--- config.mk ---
export PLATFORM = sky130hd
export DESIGN_NAME = ist_cell
export DESIGN_NICKNAME = d
export VERILOG_FILES = /design/src/rtl/ist_pkg.sv /design/src/rtl/ist_cell.sv
export SDC_FILE = /design/constraint.sdc
export NUM_CORES = 1
export LEC_CHECK = 0
export BUFFER_PORTS_ARGS = -buffer_cell sky130_fd_sc_hd__buf_2
export CORE_MARGIN = 8
export CORE_UTILIZATION = 31
export DETAILED_ROUTE_END_ITERATION = 10
export GPL_TIMING_DRIVEN = 0
export PLACE_DENSITY = 0.58
export SYNTH_ARGS = -nofsm -noshare
export SYNTH_HDL_FRONTEND = slang
export SYNTH_SLANG_ARGS = --single-unit
--- constraint.sdc ---
create_clock -name clk -period 5.82 [get_ports clk]
set_input_delay 0.873 -clock clk [delete_from_list [all_inputs] [get_ports clk]]
set_output_delay 0.873 -clock clk [all_outputs]
set_load 0.05 [all_outputs]
--- src/rtl/ist_pkg.sv ---
package ist_pkg;

  // request operation codes
  localparam logic [1:0] OP_ADD    = 2'd0;
  localparam logic [1:0] OP_REMOVE = 2'd1;
  localparam logic [1:0] OP_QUERY  = 2'd2;

  typedef enum logic [1:0] {
    ST_IDLE,
    ST_SCAN,
    ST_FLUSH,
    ST_DONE
  } ist_state_t;

  // controls broadcast to every cell of the chain
  typedef struct packed {
    logic rotate;
    logic wr;
    logic commit;
  } cell_ctl_t;

endpackage

--- src/rtl/ist_cell.sv ---
module ist_cell
  import ist_pkg::*;
#(
  parameter int INDEX      = 0,
  parameter int IDX_W      = 6,
  parameter int COORD_BITS = 30
) (
  input  logic                  clk,
  input  cell_ctl_t             ctl,
  input  logic [IDX_W-1:0]      wr_idx,
  input  logic [COORD_BITS-1:0] wr_start,
  input  logic [COORD_BITS-1:0] wr_end,
  input  logic [COORD_BITS-1:0] nb_start,
  input  logic [COORD_BITS-1:0] nb_end,
  output logic [COORD_BITS-1:0] a_start,
  output logic [COORD_BITS-1:0] a_end
);

  logic [COORD_BITS-1:0] b_start;
  logic [COORD_BITS-1:0] b_end;

  // live entry: rotates toward the head, or takes the rebuilt entry
  always_ff @(posedge clk) begin
    if (ctl.commit) begin
      a_start <= b_start;
      a_end   <= b_end;
    end else if (ctl.rotate) begin
      a_start <= nb_start;
      a_end   <= nb_end;
    end
  end

  // rebuild entry written when the write pointer lands here
  always_ff @(posedge clk) begin
    if (ctl.wr && (wr_idx == IDX_W'(INDEX))) begin
      b_start <= wr_start;
      b_end   <= wr_end;
    end
  end

endmodule

# [After elaboration in Yosys (flattened, before gate mapping)]
# Cells that the tools add are included.
[totals] ramBits=0 word_cells=11 regBits=120 inputBits=130 out_inout_bits=60 mem_count=0 latchBits=0 mem_bits_ro=0
[op_classes] n_addsub=0 n_reduce_logical=3 n_div=0 mux=4 bitwise_logic=0 n_mul=0 eq_ne=0 order_cmp=0 n_shift=0
[ops] op="30-bit 2-to-1 mux" n=4
[ops] op="6-bit logical NOT" n=1
[ops] op="2-bit nonzero test" n=1
[ops] op="1-bit logical AND" n=1

# [Depth between registers and ports, before layout]
[depth] word_depth=2 depth_mapped=3 ltp_nobuf=2

# [Worst setup path before layout]
# OpenSTA, ideal clock, no wires.
[synth_path] path_type="input port to flip-flop" startpoint="input port wr_idx[2]" endpoint="register b_end[0], enable pin" arrival_time_ns=4.667 t_required_ns=5.305 slack_ns=0.639 path_stages=2 cell_sequence="or4b_1 > nor4_2"
[synth_between] elab_chain_cells=2
[synth_lines] item="start: declaration" line_no="ist_cell.sv:10" rtl="input logic [IDX_W-1:0] wr_idx,"
[synth_lines] item="6-bit logical NOT" line_no="ist_cell.sv:35" rtl="if (ctl.wr && (wr_idx == IDX_W'(INDEX))) begin"
[synth_lines] item="1-bit logical AND" line_no="ist_cell.sv:35"
[synth_lines] item="end signal: assignment" line_no="ist_cell.sv:37" rtl="b_end <= wr_end;"
[synth_lines] item="end: declaration" line_no="ist_cell.sv:20" rtl="logic [COORD_BITS-1:0] b_end;"
# No other way between the ends.
# A chain may end at the register's enable or synchronous reset.

# [Final worst setup path]
[layout_path] startpoint="input port wr_idx[2]" endpoint="register b_end[13], enable pin"
# The elaborated chain is that of the path after synthesis.

==> impl_metrics.csv <==
group,metric,value,unit
yosys,synth.cell_area,4358,sq um
yosys,synth_top_cell_by_area,"edfxtp_1",
global_route,first_global_vias,2855,
yosys,synth.distinct_cells,7,
global_route,grt_max_degree,61,
critical_path,setup.worst_path.start_class,"input pin",
yosys,synth_area_leaders,"edfxtp_1 83%, mux2_2 16%, buf_4 1.0%",
floorplan,io_pins,190,
floorplan,rows,43,
detailed_routing,vias_per_cell,4.248,
detailed_routing,dr_total_vias,2515,
sta,fin_crit_sh,40.88,%
detailed_routing,wl_per_cell,17.15,um
finish,diodes,0,
yosys,synth_edf_count,120,
critical_path,worstPathArrival,2.48,ns
floorplan,die_h,134.6,um
critical_path,crit_path_max_fanout,13,
clock_network,cts_made_buffers,17,
clock_network,clock_latency,0.40,ns
detailed_routing,ant_nets,0,
clock_network,path_clk_slew,0.05,ns
yosys,synth.top_cell.area_share,82.69,%
sta,tightest_slew,0.8836,ns
sta,timing.fmax,420.4,MHz
critical_path,crit_family,"simple AND/OR/NAND/NOR gates",
hold_path,min_path_type,"flop to flop",
clock_network,cts_hold_buf,0,
yosys,synth_common_cells,"120 x edfxtp_1, 60 x mux2_2, 6 x buf_4",
yosys,seq_area_frac_synth,82.69,%
flow_run,maxCapViolCount,0,
finish,drive_above_1_share,70.15,%
detailed_routing,drc,0,
sta,rsz0062_at_grt,"false",
yosys,yosysMostFrequentCell,"edfxtp_1",
critical_path,critPathBufInv,4,
place,placed_area,5599,sq um
critical_path,path_common_cell,"buf_6",
critical_path,r2r_start,"b_end[1]",
pwr,cellLeakagePower,2.464,nW
clock_network,root_buffer,"clkbuf_16",
finish,seqCellArea,3603,sq um
detailed_routing,first_pass_iters,4,
yosys,syn_inst,190,
pwr,ir_worst_vdd,0.1798,mV
clock_network,cts_sinks,120,
global_route,grt_overflow,0,
sta,fin_crit,2.379,ns
floorplan,die-area,18110,sq um
detailed_routing,drt-met1-wl,3.716,mm
global_route,grt_pass1_wl,15.53,mm
place,dp_slack,2.986,ns
yosys,synthesis.nets,320,
place,gp_congestion,0.6875,
detailed_routing,drt-initial-drc-count,74,
floorplan,coreArea,13830,sq um
detailed_routing,wl,10.15,mm
finish,multi_input_area,715.7,sq um
critical_path,cp_cell_sequence,"buf_2, or4b_1, nor4_4, buf_6, buf_8, buf_6",
critical_path,worstSetupPathType,"input pin to flop",
place,io_buffers,188,
critical_path,cp.required,5.93,ns
global_route,track_usage,11.50,%
clock_network,ctsHtreeMaxLevel,4,
clock_network,cts_tree,"done",
detailed_routing,wl_met2,5.130,mm
clock_network,post-cts-setup-buffers,0,
finish,num-fill-cells,1257,
floorplan,start_util,31.52,%
yosys,ys_ff_latch,120,
place,dpl.hpwl,7.743,mm
sta,setup_viol_count_final,0,
sta,setup_ws,3.441,ns
yosys,yosys_warnings,0,
pwr,powerDensity,356.6,nW/um^2
finish,syn2layout_area_growth,40.83,%
finish,stdcell_area,6137,sq um
sta,max_slew_margin,41.09,%
sta,slew_violations,0,
hold_path,min_from,"b_start[7]",
yosys,synth-main-ff-cell,"edfxtp_1",
critical_path,cp-startpoint,"wr_idx[2]",
status,status,"finished clean",
detailed_routing,top_layer,"met4",
critical_path,cp-end-kind,"flop",
clock_network,cts_buffer_depth,2,
floorplan,die_x,134.6,um
global_route,antenna_found_initial,0,
sta,hold_viol_final,0,
yosys,async_reset_ff_share,0,%
detailed_routing,route.met3.wl,1.104,mm
finish,nets,532,
critical_path,critPathMaxStageDelay,0.57,ns
clock_network,cts-resized-gates,0,
sta,skew,0.007237,ns
yosys,avgSynthCellArea,22.94,sq um
critical_path,slowest_stage,"or4b_1",
-- sequential cells by signal, summed over array words and instances, names as in the netlist --
register and flops:
a_start 30, b_start 30, a_end 30, b_end 30
-- report_power, final --
group | total (W) | internal (W) | leakage [nW] | switching [W]
Clock | 0.000950 | 0.000612 | 0.265 | 0.000338
Sequential | 0.00100 | 0.000992 | 1.15 | 0.00000822
Combinational | 0.000238 | 0.0000766 | 1.05 | 0.000161
-- worst paths after layout --
check        depth (start not counted)  slack [ns]         end
max                                  6        3.44   b_end[13]
min                                  1        0.54  a_start[7]
max reg2reg                          1        4.92    a_end[1]
min reg2reg                          1        0.54  a_start[7]
-- metal layers --
layer | global-route usage, % | up-vias
met4 | 5.926 | 0
met2 | 18.70 | 118
met3 | 6.204 | 13
met1 | 11.77 | 1195
met5 | 0 | -
li1 | - | 1189
-- logic make-up after synthesis --
family        share of synthesized area, %
simple gates                        0.6604
mux                                  15.50
buf+inv                              1.148
flops                                82.69
-- layout by cell type, fill, tap and decap left out --
master,netlist,final
nor4_4,0,1
clkinv_2,0,6
buf_8,0,2
buf_2,1,189
mux2_2,60,60
clkinv_1,0,2
clkinvlp_4,0,2
or2_4,0,1
clkbuf_16,0,17
buf_4,6,6
buf_6,0,3
or4b_1,1,1
edfxtp_1,120,120
bufinv_16,0,2
-- per-stage QoR --
stage | hold slack (ns) | util [%] | TNS, ns | total power [W] | std cells
after floorplan | 0.5231 | - | 0 | 0.001173 | 190
after global placement | 0.5248 | 39.95 | -82.97 | 0.001256 | 558
after detailed placement | 0.5303 | 40.49 | 0 | 0.001260 | 563
after CTS | 0.5439 | 44.39 | 0 | 0.002222 | 592
after global routing | 0.5608 | 44.39 | 0 | 0.002270 | 592
final | 0.5390 | 44.39 | 0 | 0.002189 | 592
-- layout make-up --
cell class | count | share of cell area [%]
buffer | 7 | 0.8155
clock buffer | 17 | 6.932
clock inverter | 12 | 1.835
multi-input combinational | 63 | 11.66
sequential | 120 | 58.72
tap | 180 | 3.670
timing repair buffer | 193 | 16.37
(Power assumes the default switching activity.)
